### config.mk
export PLATFORM = sky130hd
export DESIGN_NAME = rarmi_cell
export DESIGN_NICKNAME = d
export VERILOG_FILES = /design/src/design/rarmi_pkg.sv /design/src/design/rarmi_cell.sv
export SDC_FILE = /design/constraint.sdc
export NUM_CORES = 1
export LEC_CHECK = 0
export BUFFER_PORTS_ARGS = -buffer_cell sky130_fd_sc_hd__buf_2
export CORE_ASPECT_RATIO = 0.7
export CORE_MARGIN = 2
export CORE_UTILIZATION = 40
export DETAILED_ROUTE_END_ITERATION = 10
export GPL_ROUTABILITY_DRIVEN = 0
export PLACE_DENSITY_LB_ADDON = 0.05
export SKIP_LAST_GASP = 1
export SLEW_MARGIN = 20
export SYNTH_ARGS = -nofsm -noshare
export SYNTH_HDL_FRONTEND = slang
export SYNTH_SLANG_ARGS = --single-unit
### constraint.sdc
create_clock -name i_clk -period 4.8 [get_ports i_clk]
set_clock_uncertainty 0.15 [all_clocks]
set_input_delay 0.24 -clock i_clk [delete_from_list [all_inputs] [get_ports i_clk]]
set_output_delay 0.24 -clock i_clk [all_outputs]
set_load 0.05 [all_outputs]
### src/design/rarmi_pkg.sv
// ============================================================================
// rarmi_pkg
// Shared sizes, operation codes and the command/token structs that the
// controller and the cell row pass between them.
// ============================================================================
package rarmi_pkg;

    // Array geometry
    localparam int N_POS  = 256;
    localparam int IDX_W  = 8;
    localparam int VAL_W  = 64;
    localparam int SIZE_W = 9;
    localparam int CNT_W  = $clog2(N_POS + 1);

    // APB register map (single register)
    localparam int ADDR_W  = 2;
    localparam int PDATA_W = 32;
    localparam logic [ADDR_W-1:0] ADDR_SIZE_IN_USE = '0;

    // Operation codes
    localparam logic [1:0] OP_LOAD  = 2'd0;
    localparam logic [1:0] OP_ADD   = 2'd1;
    localparam logic [1:0] OP_QUERY = 2'd2;

    localparam logic [VAL_W-1:0] LARGEST_VALUE = {1'b0, {(VAL_W-1){1'b1}}};

    // Command broadcast to every cell
    typedef struct packed {
        logic             load_en;
        logic             add_en;
        logic             range_ok;
        logic [IDX_W-1:0] lo;
        logic [IDX_W-1:0] hi;
        logic [VAL_W-1:0] value;
    } t_cmd;

    // Running minimum handed from cell to cell
    typedef struct packed {
        logic             found;
        logic [VAL_W-1:0] best;
        logic [IDX_W-1:0] pos;
    } t_tok;

    localparam t_tok TOK_EMPTY = '{found: 1'b0, best: LARGEST_VALUE, pos: '0};

endpackage

### src/design/rarmi_cell.sv
// ============================================================================
// rarmi_cell
// One array position: holds its value, applies loads and adds from the
// broadcast command, and folds its value into the passing minimum token.
// ============================================================================
module rarmi_cell
    import rarmi_pkg::*;
(
    input  logic             i_clk,
    input  logic             i_rst_n,
    input  logic [IDX_W-1:0] i_index,
    input  t_cmd             i_cmd,
    input  t_tok             i_tok,
    output t_tok             o_tok
);

    logic [VAL_W-1:0] r_value;
    t_tok             r_tok;
    logic             in_range;
    logic             better;

    assign in_range = i_cmd.range_ok && (i_index >= i_cmd.lo) && (i_index <= i_cmd.hi);
    assign better   = !i_tok.found || ($signed(r_value) < $signed(i_tok.best));

    // Update the stored value
    always_ff @(posedge i_clk) begin
        if (!i_rst_n) begin
            r_value <= '0;
        end else if (in_range && i_cmd.load_en) begin
            r_value <= i_cmd.value;
        end else if (in_range && i_cmd.add_en) begin
            r_value <= r_value + i_cmd.value;
        end
    end

    // Advance the token, taking this position when it is strictly smaller
    always_ff @(posedge i_clk) begin
        if (in_range && better) begin
            r_tok <= '{found: 1'b1, best: r_value, pos: i_index};
        end else begin
            r_tok <= i_tok;
        end
    end

    assign o_tok = r_tok;

endmodule

== Word-level counts from Yosys, hierarchy flattened ==
Index checks and enable logic that the tools add are counted.

* Reduce and logical (&&, ||, !) cells: 8
* Add/subtract/negate cells: 1
* Muxes and demuxes: 3
* Magnitude comparators: 3

{| class="wikitable"
|+ Operators with widths
! operator !! number
|-
| 2-to-1 mux 64 bit || 2
|-
| 2-to-1 mux 72 bit || 1
|-
| adder 64 bit || 1
|-
| < comparator 64 bit || 1
|-
| >= comparator 8 bit || 1
|-
| <= comparator 8 bit || 1
|-
| logical AND 1 bit || 5
|-
| nonzero test 2 bit || 1
|-
| zero test 1 bit || 1
|-
| logical OR 1 bit || 1
|}

* Bits of input ports: 166
* Register bits after elaboration: 137
* Output and inout port bits: 73
* Word-level logic and storage cells: 19

== Logic depth before layout (Yosys ltp) ==
Gate-level depths: netlist of run 1.

* Depth in word-level cells: 6
* Gate-level depth with buffers: 14
* Depth with buffers taken out: 13

== Least setup slack after synthesis of run 1 ==
Ideal clock, no wire load.

* Kind: flip-flop to flip-flop
* Start: register r_value[0]
* End: register r_value[62]
* Data arrival time: 2.702 ns
* Period minus slack after synthesis: 2.984 ns
* Data required time: 4.517 ns
* Setup slack: 1.816 ns
* Buffers on the path: 0
* Library setup time: 0.133 ns
* Stages on the path, launching flop included: 14
* Path through: dfxtp_1 > ha_1 > inv_1 > fa_1 > nor2b_1 > o2111ai_1 > a211oi_1 > o311ai_1 > a21oi_1 > nor4_1 > nor3_2 > nand3_1 > a222oi_1 > o31ai_1

* Longest elaborated chain between the ends: 3

{| class="wikitable"
|+ Ends and longest elaborated chain
! what !! RTL line !! source
|-
| start: declaration || rarmi_cell.sv:17 || <nowiki>logic [VAL_W-1:0] r_value;</nowiki>
|-
| start signal: assignment || rarmi_cell.sv:30 || <nowiki>r_value <= i_cmd.value;</nowiki>
|-
| start signal: assignment || rarmi_cell.sv:32 || <nowiki>r_value <= r_value + i_cmd.value;</nowiki>
|-
| adder 64 bit || rarmi_cell.sv:32 ||
|-
| 2-to-1 mux 64 bit || rarmi_cell.sv:31 || <nowiki>end else if (in_range && i_cmd.add_en) begin</nowiki>
|-
| 2-to-1 mux 64 bit || rarmi_cell.sv:29 || <nowiki>end else if (in_range && i_cmd.load_en) begin</nowiki>
|}

No other way between the ends. The select of a mux whose other input is x is not followed.
A chain may end at the register's enable or synchronous reset.

== Final worst setup path of run 1 ==
* Start: input i_cmd[16] (netlist bit)
* End: register r_value[63]

* Longest elaborated chain between the ends: 3

{| class="wikitable"
|+ Ends and longest elaborated chain
! what !! RTL line !! source
|-
| start: declaration || rarmi_cell.sv:12 || <nowiki>input t_cmd i_cmd,</nowiki>
|-
| adder 64 bit || rarmi_cell.sv:32 ||
|-
| 2-to-1 mux 64 bit || rarmi_cell.sv:31 ||
|-
| 2-to-1 mux 64 bit || rarmi_cell.sv:29 ||
|}

No other way between the ends. The select of a mux whose other input is x is not followed.

==> results.ini, run 1 <==
[floorplan]
die_h_um=141
start_util_pct=40.4
core_region_area_sq_um=26500
die_area_sq_um=28100
rows=50
die-width_um=200
num_io_pins=239

[logic_synthesis]
syn_avg_cell_area_sq_um=8.14
yosysWarningCount=0
synth-async-reset-ratio_pct=0
synthTopCellsByArea=sky130_fd_sc_hd__dfxtp_1, sky130_fd_sc_hd__ha_1, sky130_fd_sc_hd__mux2_2
synth_edf_count=0
synthesis.area_sq_um=10700
synth.top_cell.area_share_pct=25.6
synth.distinct_cells=68
synth_cells=1316
synth_flop_cell=sky130_fd_sc_hd__dfxtp_1
synth.net_count=1625
yosys_register_bits=137
synth_top_cell_by_area=sky130_fd_sc_hd__dfxtp_1
synth-seq-area-share_pct=25.6

[worst_setup_path]
setup.worst_path.start_class=input pin
crit_arrival_ps=4560
cp_cell_sequence=dlygate4sd3_1 -> buf_2 -> ha_1 -> nand4_1 -> nor4_1 -> nand4b_1 -> o2111ai_1 -> a21oi_1 -> nor2_1 -> a31oi_1 -> or3b_2 -> a31oi_1 -> a2111oi_0 -> dlygate4sd3_1
critical_path.top_delay_family=simple AND/OR/NAND/NOR gates
required_ps=4970
r2r_end=r_value[63]
critical_path.max_stage_delay_ps=580
cp-end-kind=flop
timing.reg2reg.setup_slack_ps=560
critPathKind=input pin to flop
cp_buf_inv_count=3
worst-r2r-cell-count=12
critical_path.reg2reg.startpoint=r_value[16]
critical_path_peak_fanout=7
timing.critical_path.slowest_stage_cell=sky130_fd_sc_hd__dlygate4sd3_1

[clock_network]
cts-resized-gates=0
clk_buf_depth=2
clk_latency_ps=440
cts_sinks=137
clk_pin_slew_worst_paths_ps=70
clockRootBuffer=sky130_fd_sc_hd__clkbuf_16
cts-htree-levels=4
cts_post_setup_buffers_inserted=0
tritoncts=done
cts-buffers-inserted=17

[finish]
layout.cells.most_common_list=sky130_fd_sc_hd__buf_2, sky130_fd_sc_hd__ha_1, sky130_fd_sc_hd__dfxtp_1, sky130_fd_sc_hd__a21oi_1, sky130_fd_sc_hd__dlygate4sd3_1
final_area_sq_um=14200
layout.nets=1967
area.growth.synth_to_final_pct=32.2
layout-drive-gt1-share_pct=21.9
final_core_utilization_pct=53.4
most_common_cell_after_layout_fill_and_taps_aside=sky130_fd_sc_hd__buf_2

[power_and_ir_drop]
worst_ir_drop_vdd_mv=0.233
power.leakage_nw=7.12
power_per_cell_area_nw_per_um2=288

[outcome]
status=completed

[grt]
grt_overflow=0
pin_count_of_the_biggest_net_entering_global_routing=68
first_global_vias=10000
grt_usage_pct=25.3
grt_antenna_before_repair=2
grt_pass1_wl_um=55300

[sta]
min_period_ps=4390
fin_crit_sh_pct=91.4
final-setup-viol-count=0
report.final.hold_viol_count=0
hold-worst-slack_ps=26.8
fin_tns_setup_ps=0
layout_setup_ws_ps=412
worst_pin_slew_ps=1030
slew_headroom_pct=31.7
fmax_mhz=228
drv_slew=0
grt_setup_unrepaired=no

[hold_path]
worst_hold_startpoint=i_cmd[59]
min_delay_path_depth=3
hold_class=input pin to flop
hold_end=r_value[59]

[drt]
drt-initial-drc-count=847
detailroute.via_count=10900
drc=0
post_drt_wl_per_cell_um=17.8
drt-vias-per-instance=5.36
iteration_count_of_the_initial_detailed_routing_pass=6
ant_nets=0
routed_wl_um=36200

[placed_design]
detailedPlace.worstSlack_ps=898
port_buffers=238
place_hpwl_um=26500
dpl-instance-area_sq_um=12200

[flow_run]
timing.max_cap.violations=0

metrics by stage:
stage	cells	power, mW
final	2036	4.08
after floorplan	1316	2.20
after detailed placement	1873	2.55
after global placement	1873	2.55
after CTS	2035	4.09
after global routing	2036	4.29
synth_stat cells (4+ instances only):
cell type,n
sky130_fd_sc_hd__and3_1,8
sky130_fd_sc_hd__a31oi_1,19
sky130_fd_sc_hd__nand3_1,16
sky130_fd_sc_hd__nor3_1,19
sky130_fd_sc_hd__nand4_1,32
sky130_fd_sc_hd__xor2_1,18
sky130_fd_sc_hd__a211oi_1,13
sky130_fd_sc_hd__a211o_1,5
sky130_fd_sc_hd__a22oi_1,17
sky130_fd_sc_hd__mux2_2,72
sky130_fd_sc_hd__ha_1,142
sky130_fd_sc_hd__or3_1,4
sky130_fd_sc_hd__xnor2_1,36
sky130_fd_sc_hd__a21o_1,70
sky130_fd_sc_hd__o21bai_1,9
sky130_fd_sc_hd__and4_1,5
sky130_fd_sc_hd__inv_1,97
sky130_fd_sc_hd__and2_1,5
sky130_fd_sc_hd__nand2_1,123
sky130_fd_sc_hd__nor4_1,5
sky130_fd_sc_hd__nor2b_1,9
sky130_fd_sc_hd__o211ai_1,4
sky130_fd_sc_hd__a311oi_1,12
sky130_fd_sc_hd__clkbuf_1,47
sky130_fd_sc_hd__a21oi_1,134
sky130_fd_sc_hd__o22ai_1,10
sky130_fd_sc_hd__o21ai_0,79
sky130_fd_sc_hd__o221ai_1,5
sky130_fd_sc_hd__nor2_1,79
sky130_fd_sc_hd__buf_4,7
sky130_fd_sc_hd__dfxtp_1,137
sky130_fd_sc_hd__nand2b_1,11
sky130_fd_sc_hd__o21a_1,8
tightest hold or removal path: cells and delay by family:
| kind | cells | cell delay, ps |
|---|---|---|
| buffers and inverters | 1 | 100 |
| AO/OA/AOI/OAI | 2 | 240 |
cell families (layout without fill, tap and decap cells):
| kind of cell | count (synthesis) | count (layout) | share of synthesized area [%] |
|---|---|---|---|
| compound gates | 426 | 426 | 25.4 |
| xor+xnor | 54 | 54 | 4.42 |
| fa+ha+maj | 143 | 143 | 16.8 |
| buf+inv | 154 | 509 | 5.67 |
| flops | 137 | 137 | 25.6 |
| mux | 75 | 75 | 7.85 |
| other cells | 0 | 1 | 0 |
| simple gates | 327 | 327 | 14.3 |
layout make-up:
type                            count  area (sq um)
Fill cell                        2580         12400
Multi-Input combinational cell   1025          7370
Sequential cell                   137          2740
Timing Repair Buffer              380          2590
Clock buffer                       22           484
Tap cell                          364           455
Inverter                           97           364
Clock inverter                     10           140
Antenna cell                        1          2.50
metal layers:
metal	vias to the layer above	global-route usage (%)	routed length, um
li1	5487	-	-
met1	5049	37.8	18500
met2	345	36.5	14600
met3	29	6.08	2680
met4	2	5.22	363
met5	-	0	14
how the worst max path moves through the flow:
stage,cells past startpoint,slack [ps],end,startpoint
5_1_grt,14,100,r_value[63],i_cmd[16]
2_1_floorplan,13,1820,r_value[62],r_value[0]
3_3_place_gp,14,960,o_tok[23],i_tok[17]
6_report,14,410,r_value[63],i_cmd[16]
4_1_cts,14,470,r_value[63],i_cmd[16]
3_5_place_dp,14,900,o_tok[16],i_tok[21]
power breakdown:
part | switching, mW | internal [mW] | leakage (nW)
clock | 0.571 | 0.874 | 0.299
sequential | 0.0634 | 1.23 | 1.14
combinational | 0.805 | 0.534 | 5.69
total | 1.44 | 2.64 | 7.12
what timing repair did:
item | in CTS | in global routing
setup endpoints to repair | 0 | 0
hold endpoints to repair | 121 | 0
hold buffers | 130 | 0
registers in the layout, indices dropped and copies added, names as in the netlist:
signal	cells
o_tok	73
r_value	64
Note: power is estimated with default switching activity, not from simulation.
==> inputs of run 2 (changes only) <==
--- a/config.mk
+++ b/config.mk
@@ -6,6 +6,8 @@
 export NUM_CORES = 1
 export LEC_CHECK = 0
 export BUFFER_PORTS_ARGS = -buffer_cell sky130_fd_sc_hd__buf_2
+export CELL_PAD_IN_SITES_DETAIL_PLACEMENT = 0
+export CELL_PAD_IN_SITES_GLOBAL_PLACEMENT = 1
 export CORE_ASPECT_RATIO = 0.7
 export CORE_MARGIN = 2
 export CORE_UTILIZATION = 40
==> run 2 against run 1 <==
Against the previous run:
- utilization decreased by 0.27 points
- cell count decreased by 0.34%
- combinational power about the same
- global-route usage increased by 0.94 points
- maximum frequency decreased by 3.0%
- register-to-register slack got worse by 150 ps
- worst hold slack got worse by 15 ps
- clock power decreased by 3%
- via count decreased by 0.19%
- sequential share of layout area increased by 0.10 points
- die area unchanged
- critical path type unchanged
- routed wire length increased by 2.6%
- highest routed layer is now met4
==> results.ini, run 2 (synthesis results as in run 1) <==
[sta]
min_period_ps=4520  ; +136 ps
fmax_mhz=221  ; -3.0%
grt_setup_unrepaired=no
fin_crit_sh_pct=94.2  ; +2.8 points
worst_pin_slew_ps=1110  ; +82.3 ps
drv_slew=0  ; unchanged
fin_tns_setup_ps=0  ; unchanged
report.final.hold_viol_count=0  ; unchanged
slew_headroom_pct=26.2  ; -5.5 points
final-setup-viol-count=0  ; unchanged

[placed_design]
post-place-cells=1873  ; unchanged
dpl-instance-area_sq_um=12200  ; +0.10%
port_buffers=238  ; unchanged
place_hpwl_um=27600  ; +4.1%

[grt]
grt_usage_pct=26.3  ; +0.94 points
grt_overflow=0  ; unchanged
first_global_vias=10200  ; +2.0%
grt_antenna_before_repair=1  ; -1
pin_count_of_the_biggest_net_entering_global_routing=68  ; unchanged
grt_pass1_wl_um=57100  ; +3.3%

[drt]
drt-vias-per-instance=5.37  ; +0.15%
post_drt_wl_per_cell_um=18.3  ; +3.0%
drt-initial-drc-count=717  ; -15%
ant_nets=0  ; unchanged
detailroute.via_count=10900  ; -0.19%
drc=0  ; unchanged
iteration_count_of_the_initial_detailed_routing_pass=5  ; -1
routed_wl_um=37100  ; +2.6%

[hold_path]
hold_class=input pin to flop

[power_and_ir_drop]
worst_ir_drop_vdd_mv=0.232  ; -0.35%
design_power_total_mw=4.05  ; -0.80%
power_per_cell_area_nw_per_um2=287  ; -0.29%
power.leakage_nw=7.10  ; -0.27%

[clock_network]
cts_sinks=137  ; unchanged
clk_latency_ps=430  ; about the same
clockRootBuffer=sky130_fd_sc_hd__clkbuf_16
clk_pin_slew_worst_paths_ps=60  ; about the same
cts_hold_buf=123  ; -5.4%
cts-resized-gates=0  ; unchanged
clk_buf_depth=2  ; unchanged
cts-buffers-inserted=17  ; unchanged
tritoncts=done
cts_post_setup_buffers_inserted=0  ; unchanged
cts-htree-levels=4  ; unchanged

[floorplan]
num_io_pins=239  ; unchanged
start_util_pct=40.4  ; unchanged
rows=50  ; unchanged
core_region_area_sq_um=26500  ; unchanged
die_h_um=141  ; unchanged
die_area_sq_um=28100  ; unchanged
die-width_um=200  ; unchanged

[worst_setup_path]
crit_arrival_ps=4690  ; +130 ps
critPathKind=input pin to flop
critical_path_peak_fanout=26  ; +19
required_ps=4960  ; about the same
cp-end-kind=flop
setup.worst_path.start_class=input pin

[finish]
layout.nets=1960  ; -0.36%
final_core_utilization_pct=53.1  ; -0.27 points
largest_reg_flops=73  ; unchanged
most_common_cell_after_layout_fill_and_taps_aside=sky130_fd_sc_hd__buf_2
area.growth.synth_to_final_pct=31.5
layout.cells.most_common_list=sky130_fd_sc_hd__buf_2, sky130_fd_sc_hd__ha_1, sky130_fd_sc_hd__dfxtp_1, sky130_fd_sc_hd__a21oi_1
final_area_sq_um=14100  ; -0.51%
layout-drive-gt1-share_pct=21.8  ; -0.088 points
post_layout_nonfiller_instances=2029  ; -0.34%

[flow_run]
timing.max_cap.violations=0  ; unchanged

[outcome]
status=completed

==> run 2: final timing paths <==
kind	startpoint	to	slack [ps]	cells after the start
setup / recovery	i_tok[21]	o_tok[2]	280	16
hold / removal	i_cmd[51]	r_value[51]	10	3
setup reg to reg	r_value[13]	o_tok[2]	410	13
hold reg to reg	r_value[32]	r_value[32]	350	2
==> run 2: stage by stage <==
step	setup WS [ps]	hold slack, ps
global placement	963	315
floorplan	1820	191
detailed placement	868	320
CTS	229	2.55
global route	55.3	11.4
finish	276	12.1
==> run 2: area by class of cell <==
class	count	area [sq um]
antenna	1	2.50
multi-input combinational	1025	7370
clock buffer	25	495
tap	364	455
clock inverter	7	114
timing repair buffer	373	2540
fill	2591	12400
sequential	137	2740
inverter	97	364
==> run 2: worst max-delay path: stages <==
cell and delay, ps:
sky130_fd_sc_hd__dlygate4sd3_1 520, sky130_fd_sc_hd__buf_2 110, sky130_fd_sc_hd__inv_1 40, sky130_fd_sc_hd__ha_1 300
sky130_fd_sc_hd__a21o_1 190, sky130_fd_sc_hd__a21o_1 170, sky130_fd_sc_hd__a21oi_1 190, sky130_fd_sc_hd__o21ai_0 140
sky130_fd_sc_hd__o311ai_1 590, sky130_fd_sc_hd__a21oi_1 150, sky130_fd_sc_hd__a211oi_1 290, sky130_fd_sc_hd__xor2_1 210
sky130_fd_sc_hd__a21o_4 370, sky130_fd_sc_hd__buf_12 240, sky130_fd_sc_hd__mux2_2 350, sky130_fd_sc_hd__dlygate4sd3_1 560
==> run 2: layer usage <==
layer,up-vias,track usage (%),part of all wire (%)
met3,22,5.26,7.3
li1,5475,-,-
met1,5038,39.8,51
met4,0,4.41,0.79
met5,-,0,0
met2,356,38.5,41
==> run 2: where the power goes <==
part	internal (mW)	total (mW)	leakage (nW)	switching [mW]
registers	1.23	1.29	1.14	0.0620
logic	0.532	1.34	5.66	0.813
clock network	0.872	1.41	0.301	0.537
total	2.64	4.05	7.10	1.41
==> inputs of run 3 (changes only) <==
--- a/config.mk
+++ b/config.mk
@@ -10,12 +10,12 @@
 export CELL_PAD_IN_SITES_GLOBAL_PLACEMENT = 1
 export CORE_ASPECT_RATIO = 0.7
 export CORE_MARGIN = 2
-export CORE_UTILIZATION = 40
+export CORE_UTILIZATION = 37
 export DETAILED_ROUTE_END_ITERATION = 10
 export GPL_ROUTABILITY_DRIVEN = 0
 export PLACE_DENSITY_LB_ADDON = 0.05
 export SKIP_LAST_GASP = 1
-export SLEW_MARGIN = 20
+export SLEW_MARGIN = 30
 export SYNTH_ARGS = -nofsm -noshare
 export SYNTH_HDL_FRONTEND = slang
 export SYNTH_SLANG_ARGS = --single-unit
==> constraint.sdc (replaced) <==
create_clock -name i_clk -period 4.1 [get_ports i_clk]
set_clock_uncertainty 0.15 [all_clocks]
set_input_delay 0.205 -clock i_clk [delete_from_list [all_inputs] [get_ports i_clk]]
set_output_delay 0.205 -clock i_clk [all_outputs]
set_load 0.05 [all_outputs]
==> run 3 against run 2 <==
Against the previous run:
- via count shrank 0.84%
- highest routed layer unchanged
- combinational power grew 19%
- clock-buffer cell count shrank 2
- first-iteration DRC count shrank 14%
- flip-flop and latch count is the same
- cell area grew 2.1%
- power grew 16%
- register-to-register slack lost 180 ps
- utilization shrank 3.0 points
- sequential share of layout area shrank 0.39 points
==> results.ini, run 3 (synthesis results as in run 1) <==
[grt]
grt_antenna_before_repair=1  ; unchanged
grt_overflow=0  ; unchanged
first_global_vias=10400  ; +1.5%
grt_pass1_wl_um=58100  ; +1.8%
pin_count_of_the_biggest_net_entering_global_routing=68  ; unchanged
grt_usage_pct=24.4  ; -1.9 points

[worst_setup_path]
critical_path.max_stage_delay_ps=490  ; -100 ps
setup.worst_path.start_class=flop
crit_arrival_ps=4020  ; -670 ps
critical_path_peak_fanout=5  ; -81%
worst-r2r-cell-count=13  ; unchanged
critical_path.top_delay_family=compound AO/OA/AOI/OAI gates
r2r_end=r_value[62]
critPathKind=flop to flop
required_ps=4250  ; -710 ps
cp_cell_sequence=ha_1 -> inv_1 -> fa_1 -> nor2b_1 -> o2111ai_1 -> a211oi_1 -> o311ai_1 -> a21oi_1 -> nor4_1 -> nor3_2 -> nand3_1 -> a222oi_1 -> o31ai_1
timing.critical_path.depth=13  ; -3
timing.reg2reg.setup_slack_ps=230  ; -180 ps
cp-end-kind=flop
cp_buf_inv_count=1  ; -4
critical_path.reg2reg.startpoint=r_value[0]
timing.critical_path.slowest_stage_cell=sky130_fd_sc_hd__a211oi_1

[floorplan]
die-width_um=207  ; +3.9%
rows=52  ; +4.0%
num_io_pins=239  ; unchanged
start_util_pct=37.3  ; -3.0 points
die_h_um=146  ; +3.9%
core_region_area_sq_um=28700  ; +8.2%
die_area_sq_um=30300  ; +7.9%

[clock_network]
clockRootBuffer=sky130_fd_sc_hd__clkbuf_16
clk_buf_depth=2  ; unchanged
clk_pin_slew_worst_paths_ps=60  ; about the same
clk_latency_ps=450  ; +20 ps
cts-buffers-inserted=17  ; unchanged
cts_sinks=137  ; unchanged
tritoncts=done
cts-htree-levels=4  ; unchanged
cts-resized-gates=0  ; unchanged

[finish]
final_core_utilization_pct=50.1  ; -3.0 points
largest_reg_flops=73  ; unchanged
post_layout_nonfiller_instances=2074  ; +2.2%
final_area_sq_um=14400  ; +2.1%
layout-drive-gt1-share_pct=21.7  ; -0.10 points
area.growth.synth_to_final_pct=34.2
most_common_cell_after_layout_fill_and_taps_aside=sky130_fd_sc_hd__buf_2
layout.nets=1992  ; +1.6%
layout.cells.most_common_list=sky130_fd_sc_hd__buf_2, sky130_fd_sc_hd__dlygate4sd3_1, sky130_fd_sc_hd__ha_1, sky130_fd_sc_hd__dfxtp_1, sky130_fd_sc_hd__a21oi_1

[drt]
drt-initial-drc-count=614  ; -14%
iteration_count_of_the_initial_detailed_routing_pass=5  ; unchanged
ant_nets=0  ; unchanged
detailroute.via_count=10800  ; -0.84%
routed_wl_um=37000  ; -0.19%
post_drt_wl_per_cell_um=17.8  ; -2.4%
drt-vias-per-instance=5.21  ; -3.0%
drc=0  ; unchanged

[placed_design]
post-place-cells=1894  ; +1.1%
dpl-instance-area_sq_um=12300  ; +0.57%
place_hpwl_um=28300  ; +2.5%
port_buffers=238  ; unchanged
detailedPlace.worstSlack_ps=323  ; -545 ps

[sta]
grt_setup_unrepaired=no
layout_setup_ws_ps=231  ; -45.5 ps
min_period_ps=3870
final-setup-viol-count=0  ; unchanged
worst_pin_slew_ps=925  ; -183 ps
slew_headroom_pct=38.2  ; +12 points
fin_tns_setup_ps=0  ; unchanged
fin_crit_sh_pct=94.4
drv_slew=0  ; unchanged
report.final.hold_viol_count=0  ; unchanged
fmax_mhz=258
hold-worst-slack_ps=24.6  ; +12.5 ps

[power_and_ir_drop]
power.leakage_nw=7.24  ; +1.9%
power_per_cell_area_nw_per_um2=327  ; +14%
worst_ir_drop_vdd_mv=0.279  ; +20%
design_power_total_mw=4.70  ; +16%

[outcome]
status=completed

[flow_run]
timing.max_cap.violations=0  ; unchanged

[hold_path]
hold_class=input pin to flop
hold_end=r_value[0]
min_delay_path_depth=4  ; +1
worst_hold_startpoint=i_cmd[81]

run 3: cell type report:
class	instances	area [sq um]
diodes	1	2.50
clock buffers	23	458
clock inverters	8	121
fillers	2883	14300
inverters	97	364
multi-input cells	1025	7370
flip-flops and latches	137	2740
well taps	378	473
repair buffers	405	2840
run 3: tightest hold or removal path: stages:
cell and delay (ps):
sky130_fd_sc_hd__buf_2 120, sky130_fd_sc_hd__a21oi_1 70, sky130_fd_sc_hd__o22ai_1 120, sky130_fd_sc_hd__nor2_1 50
run 3: how the worst max path moves through the flow:
stage / from / to / slack, ps
after global placement: r_value[0] / r_value[62] / 430
final: r_value[0] / r_value[62] / 230
after floorplan: r_value[0] / r_value[62] / 1120
after CTS: r_value[0] / r_value[62] / 300
after global routing: r_value[0] / r_value[62] / 3
after detailed placement: r_value[0] / r_value[62] / 320
run 3: power by group:
group	internal [mW]	switching [mW]	leakage [nW]	total, mW
clock	0.966	0.633	0.281	1.60
sequential	1.44	0.0735	1.14	1.52
combinational	0.640	0.947	5.82	1.59
total	3.05	1.65	7.24	4.70
run 3: what timing repair did:
item | CTS | global route
buffers inserted | 0 | 0
endpoints found under the hold margin | 131 | 0
hold buffers | 148 | 0
run 3: metal layers:
layer	track usage (%)	vias up	routed length, um
li1	-	5540	-
met1	36.6	4968	19400
met2	35.9	266	15200
met3	4.95	25	2070
met4	4.68	0	357
met5	0	-	0
