--- src/design/rarmi_pkg.sv ---
// ============================================================================
// rarmi_pkg
// Shared sizes, operation codes and the command/token structs that the
// controller and the cell row pass between them.
// ============================================================================
package rarmi_pkg;

    // Array geometry
    localparam int N_POS  = 256;
    localparam int IDX_W  = 8;
    localparam int VAL_W  = 64;
    localparam int SIZE_W = 9;
    localparam int CNT_W  = $clog2(N_POS + 1);

    // APB register map (single register)
    localparam int ADDR_W  = 2;
    localparam int PDATA_W = 32;
    localparam logic [ADDR_W-1:0] ADDR_SIZE_IN_USE = '0;

    // Operation codes
    localparam logic [1:0] OP_LOAD  = 2'd0;
    localparam logic [1:0] OP_ADD   = 2'd1;
    localparam logic [1:0] OP_QUERY = 2'd2;

    localparam logic [VAL_W-1:0] LARGEST_VALUE = {1'b0, {(VAL_W-1){1'b1}}};

    // Command broadcast to every cell
    typedef struct packed {
        logic             load_en;
        logic             add_en;
        logic             range_ok;
        logic [IDX_W-1:0] lo;
        logic [IDX_W-1:0] hi;
        logic [VAL_W-1:0] value;
    } t_cmd;

    // Running minimum handed from cell to cell
    typedef struct packed {
        logic             found;
        logic [VAL_W-1:0] best;
        logic [IDX_W-1:0] pos;
    } t_tok;

    localparam t_tok TOK_EMPTY = '{found: 1'b0, best: LARGEST_VALUE, pos: '0};

endpackage

--- src/design/rarmi_ctrl.sv ---
// ============================================================================
// rarmi_ctrl
// Input handshake, range clamping, configuration register and the result
// register. Issues commands to the cell row and waits out the token sweep.
// ============================================================================
module rarmi_ctrl
    import rarmi_pkg::*;
(
    input  logic               i_clk,
    input  logic               i_rst_n,
    // input transactions
    input  logic               i_valid,
    output logic               o_ready,
    input  logic [1:0]         i_operation,
    input  logic [IDX_W-1:0]   i_range_left,
    input  logic [IDX_W-1:0]   i_range_right,
    input  logic [VAL_W-1:0]   i_operand_value,
    // result transactions
    output logic               o_valid,
    input  logic               i_ready,
    output logic [VAL_W-1:0]   o_min_value,
    output logic [IDX_W-1:0]   o_min_position,
    output logic               o_range_empty,
    // configuration
    input  logic               psel,
    input  logic               penable,
    input  logic               pwrite,
    input  logic [ADDR_W-1:0]  paddr,
    input  logic [PDATA_W-1:0] pwdata,
    output logic [PDATA_W-1:0] prdata,
    output logic               pready,
    // cell row
    output t_cmd               o_cmd,
    input  t_tok               i_tok
);

    typedef enum logic {ST_IDLE, ST_QUERY} t_state;

    t_state            r_state;
    logic [CNT_W-1:0]  r_cnt;
    logic [SIZE_W-1:0] r_size;
    t_cmd              r_cmd;
    logic              r_out_valid;
    logic [VAL_W-1:0]  r_min_value;
    logic [IDX_W-1:0]  r_min_position;
    logic              r_range_empty;

    t_state            n_state;
    logic [CNT_W-1:0]  n_cnt;
    logic [SIZE_W-1:0] n_size;
    t_cmd              n_cmd;
    logic              n_out_valid;
    logic [VAL_W-1:0]  n_min_value;
    logic [IDX_W-1:0]  n_min_position;
    logic              n_range_empty;

    logic [CNT_W-1:0]  eff_n;
    logic [IDX_W-1:0]  hi_clamp;
    logic              cfg_wr;
    logic              take_in;
    logic              out_free;

    // Clamp the window size to 1..N_POS
    always_comb begin
        if (r_size == '0) begin
            eff_n = CNT_W'(1);
        end else if (CNT_W'(r_size) > CNT_W'(N_POS)) begin
            eff_n = CNT_W'(N_POS);
        end else begin
            eff_n = CNT_W'(r_size);
        end
    end

    assign hi_clamp = (CNT_W'(i_range_right) >= eff_n) ? IDX_W'(eff_n - CNT_W'(1))
                                                       : i_range_right;

    assign cfg_wr   = psel && penable && pwrite && pready && (paddr == ADDR_SIZE_IN_USE);
    assign take_in  = i_valid && o_ready;
    assign out_free = !r_out_valid || i_ready;

    // Next state, commands, configuration and result register
    always_comb begin
        n_state        = r_state;
        n_cnt          = r_cnt;
        n_size         = r_size;
        n_cmd          = r_cmd;
        n_cmd.load_en  = 1'b0;
        n_cmd.add_en   = 1'b0;
        n_out_valid    = r_out_valid;
        n_min_value    = r_min_value;
        n_min_position = r_min_position;
        n_range_empty  = r_range_empty;
        if (cfg_wr) begin
            n_size = pwdata[SIZE_W-1:0];
        end
        if (r_out_valid && i_ready) begin
            n_out_valid = 1'b0;
        end
        case (r_state)
            ST_IDLE: begin
                if (take_in) begin
                    n_cmd.value    = i_operand_value;
                    n_cmd.lo       = i_range_left;
                    n_cmd.hi       = hi_clamp;
                    n_cmd.range_ok = (i_range_left <= hi_clamp);
                    case (i_operation)
                        OP_LOAD: begin
                            n_cmd.load_en  = 1'b1;
                            n_cmd.hi       = i_range_left;
                            n_cmd.range_ok = (CNT_W'(i_range_left) < eff_n);
                        end
                        OP_ADD: begin
                            n_cmd.add_en = 1'b1;
                        end
                        OP_QUERY: begin
                            n_state = ST_QUERY;
                            n_cnt   = '0;
                        end
                        default: begin
                            n_cmd.range_ok = 1'b0;
                        end
                    endcase
                end
            end
            ST_QUERY: begin
                if (r_cnt != CNT_W'(N_POS)) begin
                    n_cnt = r_cnt + CNT_W'(1);
                end else if (out_free) begin
                    n_min_value    = i_tok.best;
                    n_min_position = i_tok.pos;
                    n_range_empty  = !i_tok.found;
                    n_out_valid    = 1'b1;
                    n_state        = ST_IDLE;
                end
            end
            default: begin
                n_state = ST_IDLE;
            end
        endcase
    end

    // Hold state and registered outputs
    always_ff @(posedge i_clk) begin
        if (!i_rst_n) begin
            r_state        <= ST_IDLE;
            r_cnt          <= '0;
            r_size         <= SIZE_W'(N_POS);
            r_cmd          <= '0;
            r_out_valid    <= 1'b0;
            r_min_value    <= '0;
            r_min_position <= '0;
            r_range_empty  <= 1'b0;
        end else begin
            r_state        <= n_state;
            r_cnt          <= n_cnt;
            r_size         <= n_size;
            r_cmd          <= n_cmd;
            r_out_valid    <= n_out_valid;
            r_min_value    <= n_min_value;
            r_min_position <= n_min_position;
            r_range_empty  <= n_range_empty;
        end
    end

    assign o_ready        = (r_state == ST_IDLE);
    assign o_valid        = r_out_valid;
    assign o_min_value    = r_min_value;
    assign o_min_position = r_min_position;
    assign o_range_empty  = r_range_empty;
    assign o_cmd          = r_cmd;
    assign prdata         = PDATA_W'(r_size);
    assign pready         = 1'b1;

    // A query holds off the input until its sweep is done
    a_query_blocks: assert property (@(posedge i_clk) disable iff (!i_rst_n)
        take_in && (i_operation == OP_QUERY) |=> !o_ready)
        else $error("input taken during query sweep");

    // Load and add never fire together
    a_cmd_excl: assert property (@(posedge i_clk) disable iff (!i_rst_n)
        $onehot0({r_cmd.load_en, r_cmd.add_en}))
        else $error("load and add issued together");

    // A result only appears at the end of a query sweep
    a_result_src: assert property (@(posedge i_clk) disable iff (!i_rst_n)
        $rose(r_out_valid) |-> $past(r_state == ST_QUERY) && $past(r_cnt == CNT_W'(N_POS)))
        else $error("result raised outside a query sweep");

    // Commands are never issued while a sweep is running
    a_no_cmd_in_sweep: assert property (@(posedge i_clk) disable iff (!i_rst_n)
        (r_state == ST_QUERY) && (r_cnt != '0) |-> !r_cmd.load_en && !r_cmd.add_en)
        else $error("cell command during query sweep");

endmodule

--- config.mk ---
export PLATFORM = sky130hd
export DESIGN_NAME = rarmi_ctrl
export DESIGN_NICKNAME = d
export VERILOG_FILES = /design/src/design/rarmi_pkg.sv /design/src/design/rarmi_ctrl.sv
export SDC_FILE = /design/constraint.sdc
export NUM_CORES = 1
export LEC_CHECK = 0
export ABC_CLOCK_PERIOD_IN_PS = 8200
export BUFFER_PORTS_ARGS = -buffer_cell sky130_fd_sc_hd__buf_4
export CORE_AREA = 2 2 151 153
export CTS_CLUSTER_SIZE = 14
export DETAILED_ROUTE_END_ITERATION = 10
export DIE_AREA = 0 0 153 155
export MAX_ROUTING_LAYER = met4
export SYNTH_ARGS = -nofsm -noshare
export SYNTH_HDL_FRONTEND = slang
export SYNTH_SLANG_ARGS = --single-unit
--- constraint.sdc ---
create_clock -name i_clk -period 8.2 [get_ports i_clk]
set_input_delay 0.41 -clock i_clk [delete_from_list [all_inputs] [get_ports i_clk]]
set_output_delay 0.41 -clock i_clk [all_outputs]
set_load 0.01 [all_outputs]
---- Yosys cells after proc, flatten, opt, wreduce, memory -nomap -nowiden ----
Index checks and enable logic that the tools add are counted.
storage, ports and cells
  flip-flop bits (word level) ............. 176
  bits in latches ......................... 0
  memory bits (writable) .................. 0
  memory bits (read-only) ................. 0
  output and inout port bits .............. 191
  word-level logic and storage cells ...... 65
  memories kept ........................... 0
operators by class
  $add $sub $neg .......................... 2
  $mul .................................... 0
  div/mod/pow operators ................... 0
  magnitude comparators ................... 4
  equality and inequality tests ........... 6
  shift-type cells ........................ 0
  multiplexer cells ....................... 20
  bitwise operators ....................... 4
  reduce and logical (&&, ||, !) cells .... 16
operator list
  operator             count
  $mux 9               5
  $pmux 9 s2           1
  $mux 8               2
  $mux 1               10
  $add 9x1->9 const B  1
  $ge 8x9->1           1
  $gt 9x9->1 const B   1
  $logic_not 9->1      1
  $lt 8x9->1           1
  $ne 9x9->1 const B   1
  $le 8x8->1           1
  $sub 8x1->8 const B  1
  $ne 2x1->1 const B   3
  $reduce_and 3->1     2
  $logic_and 1x1->1    5
  $logic_not 2->1      2
  $not 1->1            4
  $pmux 1 s2           2
  $reduce_or 3->1      1
  $eq 2x1->1 const B   1
  $eq 2x2->1 const B   1
  $logic_not 1->1      2
  $reduce_and 2->1     1
  $reduce_or 2->1      1
  $logic_or 1x1->1     1

---- Depth between registers and ports, before layout ----
Gate-level depths: netlist of run 1.
  depth in word-level cells ............... 7
  mapped depth ............................ 18
  gate-level depth less buffers ........... 17

---- Least setup slack after synthesis of run 1 ----
Ideal clock, no wire load.
  path kind ............................... reg2reg
  start ................................... register r_size[3]
  end ..................................... register r_cmd, in the netlist o_cmd[80]
  setup time .............................. 0.062 ns
  arrival ................................. 3.610 ns
  path slack .............................. 4.528 ns
  cell stages (with the launch flop) ...... 18
  path buffers ............................ 1
  period minus slack after synthesis ...... 3.672 ns
  cells stage by stage .................... dfxtp_1 buf_6 or4_4 nor2_4 a21oi_2 nor2_1 ha_1 o21ai_0 a221oi_1 o41ai_4 mux2i_1 ha_1 nor2b_1 o21ai_0 nand2b_1 a211oi_1 o211ai_1 nand3_1
on the way
  cells in the longest elaborated chain, start to end .. 7
  elaborated cells between the ends (all ways) .. 10
  classes of those cells .................. add/sub (1); order compare (4); mux (4); reduce/logical (1)
ends and longest elaborated chain
  element                                           RTL line           source
  start, declared                                   rarmi_ctrl.sv:41   logic [SIZE_W-1:0] r_size;
  start signal, assigned                            rarmi_ctrl.sv:147  r_size <= SIZE_W'(N_POS);
  start signal, assigned                            rarmi_ctrl.sv:156  r_size <= n_size;
  $gt 9x9->1                                        rarmi_ctrl.sv:67   end else if (CNT_W'(r_size) > CNT_W'(N_POS)) begin
  $mux 9                                            rarmi_ctrl.sv:67
  $mux 9 *                                          rarmi_ctrl.sv:65   if (r_size == '0) begin
  $sub 8x1->8 / $ge 8x9->1 (equally long branches)  rarmi_ctrl.sv:74   assign hi_clamp = (CNT_W'(i_range_right) >= eff_n) ? IDX_W'(eff_n - CNT_W'(1))
  $mux 8                                            rarmi_ctrl.sv:74
  $le 8x8->1                                        rarmi_ctrl.sv:105  n_cmd.range_ok = (i_range_left <= hi_clamp);
  $pmux 1 s2 *                                      rarmi_ctrl.sv:106  case (i_operation)
  end signal, assigned                              rarmi_ctrl.sv:157  r_cmd <= n_cmd;
  end, declared                                     rarmi_ctrl.sv:42   t_cmd r_cmd;
Every way passes the cells marked *; elsewhere a longest branch is shown, timed or not.
A chain may end at the register's enable or synchronous reset.

---- Worst setup path after layout of run 1 ----
Same ends and word-level chain as after synthesis.

==> run summary, run 1 <==
For this run, asynchronously set or reset flops after synthesis account for 0%. Setup violations remaining at the end of the flow were counted as 0. The maximum vdd ir drop came out at 0.127 mV. Clock tree synthesis selected as its root buffer the cell sky130_fd_sc_hd__clkbuf_16. The sum of negative setup slack is 0 ns. After Yosys synthesis, full adders, half adders and majority gates account for between 4 and 5% of the synthesized area. The final number of hold-violating endpoints came out at 0.

The area of the mapped netlist came out at around 7700 um2. The die footprint is 23,700 um2. In this run the worst hold path is classified as primary input to register. The number of antenna violations at the first check in global routing came out at 0.

For the pin with the worst max-slew slack, the measured transition is 0.944 ns. Yosys attributes the largest share of cell area to sky130_fd_sc_hd__dfxtp_1, sky130_fd_sc_hd__nand2_1, sky130_fd_sc_hd__a21boi_0. The internal portion of the total power is between 1 and 1.5 mW. The count of routing violations after the opening detailed-route iteration came out at ~350. The worst path needs roughly 4 ns of the cycle, external delays included.

The reg2reg setup slack came out at slightly above 4 ns. In the post-synthesis netlist, the cell with the most instances is sky130_fd_sc_hd__nand2_1. The share of Yosys cell area claimed by the top area cell type is a little under half. The top-level I/O count came out at approximately 390. The share of total power in combinational logic is 11.9%. The buffer levels on the longest clock path is 2.

The share of the synthesized netlist area taken by xor and xnor gates is less than 1%. The worst clock skew is about 0.014 ns. The headroom to the max-slew limit is 37.0%.

The sum of routed wire length over all layers came out at ~23,000 um. In this run the most critical hold path is launched from pwdata[8]. The worst setup path is captured at a register. STA classifies the critical path startpoint as a register.

Buffers added to address setup during post-CTS repair amount to 0. The net switching power of the design is ~0.51 mW. The CTS clock-pin slew for the worst setup and hold paths is approximately 0.08 ns. The number of levels in the clock H-tree is 4. The detail-routed via count per cell is between 4 and 5. Relative to the synthesized area, the layout overhead comes to 41.5%. The CTS tree is yes. The flop and latch count out of synthesis is 176.

The pin count of the biggest net entering global routing is slightly below 90. STA puts the critical path data required time at 8.51 ns. By count the netlist is led by sky130_fd_sc_hd__nand2_1, sky130_fd_sc_hd__dfxtp_1, sky130_fd_sc_hd__a21boi_0.

The startpoint identified for the worst register-to-register timing path is r_size[3]$_SDFFE_PN0P_. Net switching is a little over a quarter of the power. The number of antenna-violating nets in the routed design is 0. The floorplan die height is 155 um. Setup repair after global routing left no endpoint under its margin.

Timing would allow up to between 200 and 250 MHz. The overall global routing resource usage is around a fifth. The timing startpoint of the critical path is r_size[3]$_SDFFE_PN0P_.

0 antenna diodes ended up in the layout. The clock network burns a little over two fifths of the power. The synthesized-area fraction occupied by and/or/nand/nor cells is 21.9%. The final period utilization is roughly 50%. In the final design database the tool counted roughly 1,400 nets. Detailed placement ended at an HPWL of 16,100 um. After clock tree synthesis, the flow added hold-fix buffers numbering 0. The dominant cell type by area after synthesis is sky130_fd_sc_hd__dfxtp_1. In the final layout, the share of cells above drive strength 1 is a little under a third. The cell leakage power is 4.91 nW. The number of global-route vias before repair came out at about 6,700. After the flow finishes, the layout carries non-filler instances totaling 1,518. The count of flip-flops with a built-in enable after synthesis is 0.

The die boundary width came out at 153 um. The global-route wire length before repair is between 30,000 and 40,000 um. In the synthesized netlist the dominant register cell turns out to be sky130_fd_sc_hd__dfxtp_1. The routability-driven placement congestion ratio is approximately 0.78. In this run, post-CTS repair resized a total of 0 instances. Once placement completed, the tool counted placed cells totaling ~1,500. The portion of the post-synthesis area used by sequential elements came out at 45.8%.

At the worst endpoint, the arrival time is roughly 4.4 ns. The count of vias placed by the detailed router is 7,046. The checks that failed: design-rule violations. The number of CTS-inserted buffers came out at 17. The number of instances in the synthesized netlist is around 920. After synthesis, the largest family of logic cells by area is simple AND/OR/NAND/NOR gates.

The run finished, with violations left. The total power consumption of the routed design is ~1.9 mW. Across the run, the number of max-cap violations was 0. For this run, the number of Yosys warnings is 0. The clock latency on the worst-skew pair came out at roughly 0.44 ns. Counting distinct cell types in the post-synthesis netlist gives between 40 and 50.

The row count is 55. The critical path class is register to register. CTS saw 176 sinks. Summing the areas of all compound-gate instances in the mapped netlist gives approximately 18% of the synthesized area. The synthesized area per cell is about 8.4 um2. The starting density of the core is between 30 and 40%. The number of remaining DRC errors came out at 3. The core region area is roughly 22,000 um2.

The leftover overflow at the end of global routing came out at 0. Of the post-synthesis cell area, the part taken by muxes is about 2.5%. The sequential share of power came out at ~46%. The number of pins with negative max-slew slack in the final report came out at 0. The quantity of I/O buffers inserted on ports came out at around 340. The largest fanout on the critical path came out at 10. The power density normalized to cell area came out at between 150 and 200 nW/um2. The count of TritonRoute iterations in the first routing pass is 9.

The routed length per instance came out at approximately 15 um.
==> path summary, 6_finish.rpt <==
| path | end | depth (start not counted) |
|---|---|---|
| max | o_cmd[80]$_SDFFE_PN0P_ | 15 |
| min | r_size[8]$_SDFFE_PN1P_ | 3 |
| max reg2reg | o_cmd[80]$_SDFFE_PN0P_ | 15 |
| min reg2reg | o_min_value[39]$_SDFFE_PN0P_ | 2 |
==> layout make-up <==
| cell class | instances | area [um2] |
|---|---|---|
| Fill cell | 2251 | 11300 |
| Multi-Input combinational cell | 668 | 3800 |
| Sequential cell | 176 | 3520 |
| Timing Repair Buffer | 343 | 2570 |
| Clock buffer | 18 | 439 |
| Tap cell | 285 | 357 |
| Clock inverter | 14 | 139 |
| Inverter | 14 | 52.6 |
==> stage by stage <==
stage / cell area (um2) / hold slack [ns] / utilization (%) / setup WS (ns)
3_5_place_dp: 10300 / 0.445 / 46.4 / 4.14
5_1_grt: 10900 / 0.200 / 49.0 / 3.72
3_3_place_gp: 10300 / 0.442 / 46.4 / 4.18
2_1_floorplan: 7780 / 0.471 / - / 4.53
6_report: 10900 / 0.191 / 49.0 / 4.10
4_1_cts: 10900 / 0.172 / 49.0 / 4.09
==> power by group through the flow <==
stage	Sequential (mW)	Clock [mW]	Combinational (mW)
global placement	0.914	0	0.231
finish	0.895	0.807	0.229
global route	0.898	0.866	0.254
detailed placement	0.915	0	0.233
floorplan	0.925	0	0.0967
CTS	0.895	0.831	0.233
==> worst max-delay path, stage by stage (launching register included) <==
cell,delay [ns]
sky130_fd_sc_hd__dfxtp_1,0.41
sky130_fd_sc_hd__or4_4,0.60
sky130_fd_sc_hd__nor2_4,0.16
sky130_fd_sc_hd__a21oi_2,0.08
sky130_fd_sc_hd__nor2_1,0.13
sky130_fd_sc_hd__ha_1,0.25
sky130_fd_sc_hd__o21ai_0,0.22
sky130_fd_sc_hd__a221oi_1,0.16
sky130_fd_sc_hd__o41ai_4,0.65
sky130_fd_sc_hd__mux2i_1,0.23
sky130_fd_sc_hd__ha_1,0.37
sky130_fd_sc_hd__nand2_1,0.05
sky130_fd_sc_hd__o21ai_0,0.28
sky130_fd_sc_hd__mux2i_1,0.12
sky130_fd_sc_hd__o211ai_1,0.17
sky130_fd_sc_hd__nand3_1,0.08
==> logic make-up (layout without fill, tap and decap cells) <==
| kind of cell | count (synthesis) | in the layout |
|---|---|---|
| and+or+nand+nor | 401 | 401 |
| AOI/OAI and AO/OA | 186 | 186 |
| DFF | 176 | 176 |
| buffers and inverters | 94 | 389 |
| adders and majority gates | 30 | 30 |
| muxes | 19 | 19 |
| xor gates and xnor gates | 8 | 8 |
| other | 2 | 24 |
==> metal layers <==
layer  global-route usage (%)  wire length [um]  vias to the layer above
li1                         -                 -                     3579
met1                     23.3             10100                     3203
met2                     30.6             10500                      230
met3                     5.96              1460                       34
met4                     6.79               593                        0
met5                        -                 0                        -
==> flip-flops by register name, summed over array words and instances, names as in the netlist <==
register / count
o_valid: 1
r_state: 1
o_cmd: 83
o_range_empty: 1
o_min_position: 8
o_min_value: 64
r_size: 9
r_cnt: 9
==> placed cells by master, fill, tap and decap left out, drive strengths merged, types with 4 or more instances in the layout <==
cell type | synthesis | layout
nand3 | 18 | 18
nand4 | 7 | 7
a21oi | 9 | 9
nand2b | 9 | 9
clkbuf | 46 | 18
mux2i | 18 | 18
xor2 | 6 | 6
o21ai | 15 | 15
buf | 34 | 343
a21boi | 147 | 147
nor2b | 14 | 14
inv | 14 | 24
ha | 30 | 30
dfxtp | 176 | 176
nor2 | 19 | 19
nand2 | 318 | 318
conb | 2 | 24
clkinv | 0 | 4
Power figures use the tool's default switching activity.
==> run 2, diff against run 1 <==
--- a/config.mk
+++ b/config.mk
@@ -5,12 +5,13 @@
 export SDC_FILE = /design/constraint.sdc
 export NUM_CORES = 1
 export LEC_CHECK = 0
-export ABC_CLOCK_PERIOD_IN_PS = 8200
+export ABC_AREA = 1
+export ABC_CLOCK_PERIOD_IN_PS = 3900
 export BUFFER_PORTS_ARGS = -buffer_cell sky130_fd_sc_hd__buf_4
-export CORE_AREA = 2 2 151 153
+export CORE_AREA = 2 2 149 151
 export CTS_CLUSTER_SIZE = 14
 export DETAILED_ROUTE_END_ITERATION = 10
-export DIE_AREA = 0 0 153 155
+export DIE_AREA = 0 0 151 153
 export MAX_ROUTING_LAYER = met4
 export SYNTH_ARGS = -nofsm -noshare
 export SYNTH_HDL_FRONTEND = slang
==> constraint.sdc (replaced) <==
create_clock -name i_clk -period 3.9 [get_ports i_clk]
set_input_delay 0.195 -clock i_clk [delete_from_list [all_inputs] [get_ports i_clk]]
set_output_delay 0.195 -clock i_clk [all_outputs]
set_load 0.01 [all_outputs]
==> run 2 against run 1 <==
The flow now finishes without violations. Critical path depth grew 4. Sequential share of layout area shrank 1.5 points. Combinational power grew to 2.6 times the previous value.
==> run summary, run 2 <==
Sorting the synthesized cells by area gives the leading types as sky130_fd_sc_hd__dfxtp_1, sky130_fd_sc_hd__nor2_1, sky130_fd_sc_hd__o21ai_0. The total area of sequential cells is between 3000 and 4000 um2. STA classifies the critical path startpoint as a register. In the synthesized netlist the dominant register cell turns out to be sky130_fd_sc_hd__dfxtp_1. TritonCTS built the clock tree. The detail-routed via count per cell is roughly 4.6. The pin count of the biggest net entering global routing is 85.

The portion of the post-synthesis area used by sequential elements came out at a little under half. The die covers 23,100 um2. The routed length per instance came out at around 14 um.

The number of instances in the synthesized netlist is roughly 1,000. The count of endpoints failing setup in the final report came out at 0. The filler cell count in the final layout is 2,059.

The flip-flop count of the largest register, all copies and words added is between 80 and 90. The detailed-placement wirelength estimate came out at about 16,000 um. Detailed routing inserted a total of 7,678 vias. The number of antenna violations at the first check in global routing came out at 0. The footprint of the multi-input gates came out at between 3000 and 4000 um2. The final period utilization is about 83%. The count of flip-flops with a built-in enable after synthesis came out at 0.

The number of global-route vias before repair is between 7,000 and 8,000. The number of levels in the clock H-tree is 4. The number of remaining DRC errors came out at 0. The number of maximum-capacitance violations came out at 0. The post-CTS setup-driven buffer insertion count came out at 0. The cell with the largest stage delay on the worst path is sky130_fd_sc_hd__ha_1. The repair_antennas step left the layout with diodes totalling 0. Leaving out fill and tap cells, the most frequent cells in the layout are sky130_fd_sc_hd__buf_4, sky130_fd_sc_hd__nor2_1, sky130_fd_sc_hd__dfxtp_1. The critical path starts at r_size[8]$_SDFFE_PN1P_. The die is around 150 um wide.

The buffer levels on the longest clock path is 2. After clock tree synthesis, the clock-pin slew on the worst setup and hold paths is about 0.07 ns. The cell that appears most often on the critical path is sky130_fd_sc_hd__nand2_1. The global-route wire length before repair came out at about 37,000 um. The power density normalized to cell area is around 370 nW/um2.

Setup repair after global routing left no endpoint under its margin. The routability-driven placement congestion ratio is 0.918. The area overhead of the layout relative to synthesis came out at 52.7%.

The flow ran to the end, and the final reports show no timing, DRC or antenna violations. Counting instances in the post-synthesis netlist gives the leading cell types as sky130_fd_sc_hd__nor2_1, sky130_fd_sc_hd__dfxtp_1, sky130_fd_sc_hd__o21ai_0. The number of antenna-violating nets in the routed design is 0. The number of pins with negative max-slew slack in the final report is 0. The number of warnings issued by yosys is 0. Measured along the y axis, the die boundary spans 153 um.

The number of clock buffers added by TritonCTS is 17. The biggest area contributor in the post-synthesis netlist is sky130_fd_sc_hd__dfxtp_1. The final layout net count came out at around 1,600. The initial utilization of the core area, before any placement, comes to 34.8%. The final number of hold-violating endpoints came out at 0. Across the VDD grid, the largest voltage drop is 0.265 mV. In this run the most critical hold path is launched from i_tok[26]. The flop and latch count out of synthesis is ~180.

The floorplan has 54 rows. After layout, the minimum clock period comes to roughly 3.2 ns. The share of Yosys cell area claimed by the top area cell type came out at a little under half. The post-placement setup slack is about 0.72 ns. The average instance in the mapped netlist occupies about 7.5 um2. The count of routing violations after the opening detailed-route iteration is 327. The slew of the pin with the lowest slew margin is 0.825 ns.

The ratio of cells with drive above 1 in the final layout is between 20 and 30%. The sum of negative setup slack came out at 0 ns. The share of synthesized flip-flops with an asynchronous set or reset came out at 0%. Headroom to the max-slew limit came out at about 45%.

The endpoint required time on the critical path is about 4.2 ns. The clock sink total came out at 176. The clock latency on the worst-skew pair is around 0.43 ns.

Global routing consumed, over all layers together, 20.4% of the routing resources. The quantity of I/O buffers inserted on ports is 339. The worst path meets setup with ~0.66 ns of slack.

The most common cell in the synthesized netlist is sky130_fd_sc_hd__nor2_1. The arrival time of the worst setup path came out at between 3 and 4 ns. The cell area that synthesis handed to floorplanning was ~7500 um2.

The cell sitting at the root of the clock tree is a sky130_fd_sc_hd__clkbuf_16. The core region is approximately 21,000 um2. The achievable clock frequency came out at about 310 MHz. The count of TritonRoute iterations in the first routing pass is 4. The setup path with the least slack is of type register to register.

The most common cell after layout, fill and taps aside is sky130_fd_sc_hd__buf_4. The worst setup path is captured at a register. The worst clock skew is 0.0180 ns. For this run, the slowest stage of the critical path takes between 0.3 and 0.4 ns.

The top-level I/O count came out at between 300 and 400. The cell leakage power is between 5 and 6 nW. The worst hold-check path type is primary input to register. The leftover overflow at the end of global routing came out at 0. The sum of routed wire length over all layers came out at approximately 24,000 um. In this run the worst path has a maximum fanout of 17. Final hold analysis gives a worst-case slack of around 0.014 ns. The start of the worst register-to-register path is r_size[8]$_SDFFE_PN1P_. Walking the worst path, the cells encountered are inv_2 -> nand2_1 -> ha_1 -> nand2_1 -> nand2_1 -> a21boi_2 -> nand4_4 -> inv_1 -> nand2_1 -> and2_1 -> ha_1 -> nand2_1 -> nor2_1 -> a21boi_0 -> o21ai_0 -> nand2_1 -> nand2_1 -> nand2_1 -> a21oi_1.

The number of distinct standard cells referenced by the synthesized netlist came out at 40.
==> run 2: cell types whose count changed in the layout (fill, tap and decap cells not counted), sizes merged, moves of 3 or more <==
cell / previous run / this run
nand2b: 9 / 0
inv: 24 / 63
nand2: 318 / 80
nor4b: 3 / 0
mux2i: 18 / 0
nor2: 19 / 314
nor2b: 14 / 0
a21oi: 9 / 46
nand3: 18 / 15
a21boi: 147 / 2
dlygate4sd3: 0 / 77
o21ai: 15 / 171
==> run 2: report_power, final <==
part	internal, mW	leakage, nW	switching (mW)
Clock	0.919	0.292	0.801
Sequential	1.87	1.44	0.0390
Combinational	0.323	3.85	0.283
Total	3.11	5.58	1.12
==> run 2: critical path, delay by kind of cell (launching register included) <==
family	cells	cell delay [ns]
DFF	1	0.34
adders and majority gates	2	0.63
and+or+nand+nor	11	1.24
AOI/OAI and AO/OA	4	0.51
buffers and inverters	2	0.35
==> run 2: cell families (layout without fill, tap and decap cells) <==
logic type	Yosys count	in the layout	synth area share [%]
flops	176	176	47.1
simple gates	426	426	22.7
xor+xnor	7	7	0.820
fa+ha+maj	30	30	5.02
compound gates	224	224	15.4
buf+inv	134	510	8.89
other cells	2	24	0.100
==> run 2: final timing paths <==
check	slack, ns	cells past startpoint	end
worst min register to register	0.46	1	r_cnt[0]$_SDFFE_PN0P_
worst min-delay path	0.01	3	o_min_value[18]$_SDFFE_PN0P_
worst max register to register	0.66	19	o_cmd[80]$_SDFFE_PN0P_
worst max-delay path	0.66	19	o_cmd[80]$_SDFFE_PN0P_
==> run 2: what timing repair did <==
| item | CTS | global route |
|---|---|---|
| setup endpoints to repair | 0 | 0 |
| hold endpoints to repair | 77 | 0 |
| hold buffers | 77 | 0 |
| gates resized for setup | 0 | 0 |
==> run 2: area by class of cell <==
class / count / area share (%)
multi-input cells: 711 / 29.5
repair buffers: 422 / 29.5
well taps: 280 / 3.07
inverters: 56 / 1.84
clock inverters: 14 / 1.44
flip-flops and latches: 176 / 30.9
clock buffers: 18 / 3.76
==> run 2: metrics by stage <==
step	power, mW	utilization, %	std cells	instance area, um2
6_report	4.23	53.1	1677	11400
5_1_grt	4.44	53.1	1677	11400
4_1_cts	4.30	53.1	1677	11400
3_5_place_dp	2.50	46.8	1568	10000
3_3_place_gp	2.49	46.8	1568	10000
2_1_floorplan	2.21	-	1021	7560
==> run 2: metal layers <==
metal / part of all wire, % / track usage, %
met5: 0 / -
met4: 1.3 / 4.90
met3: 8.2 / 5.22
met2: 47 / 34.2
met1: 43 / 24.6
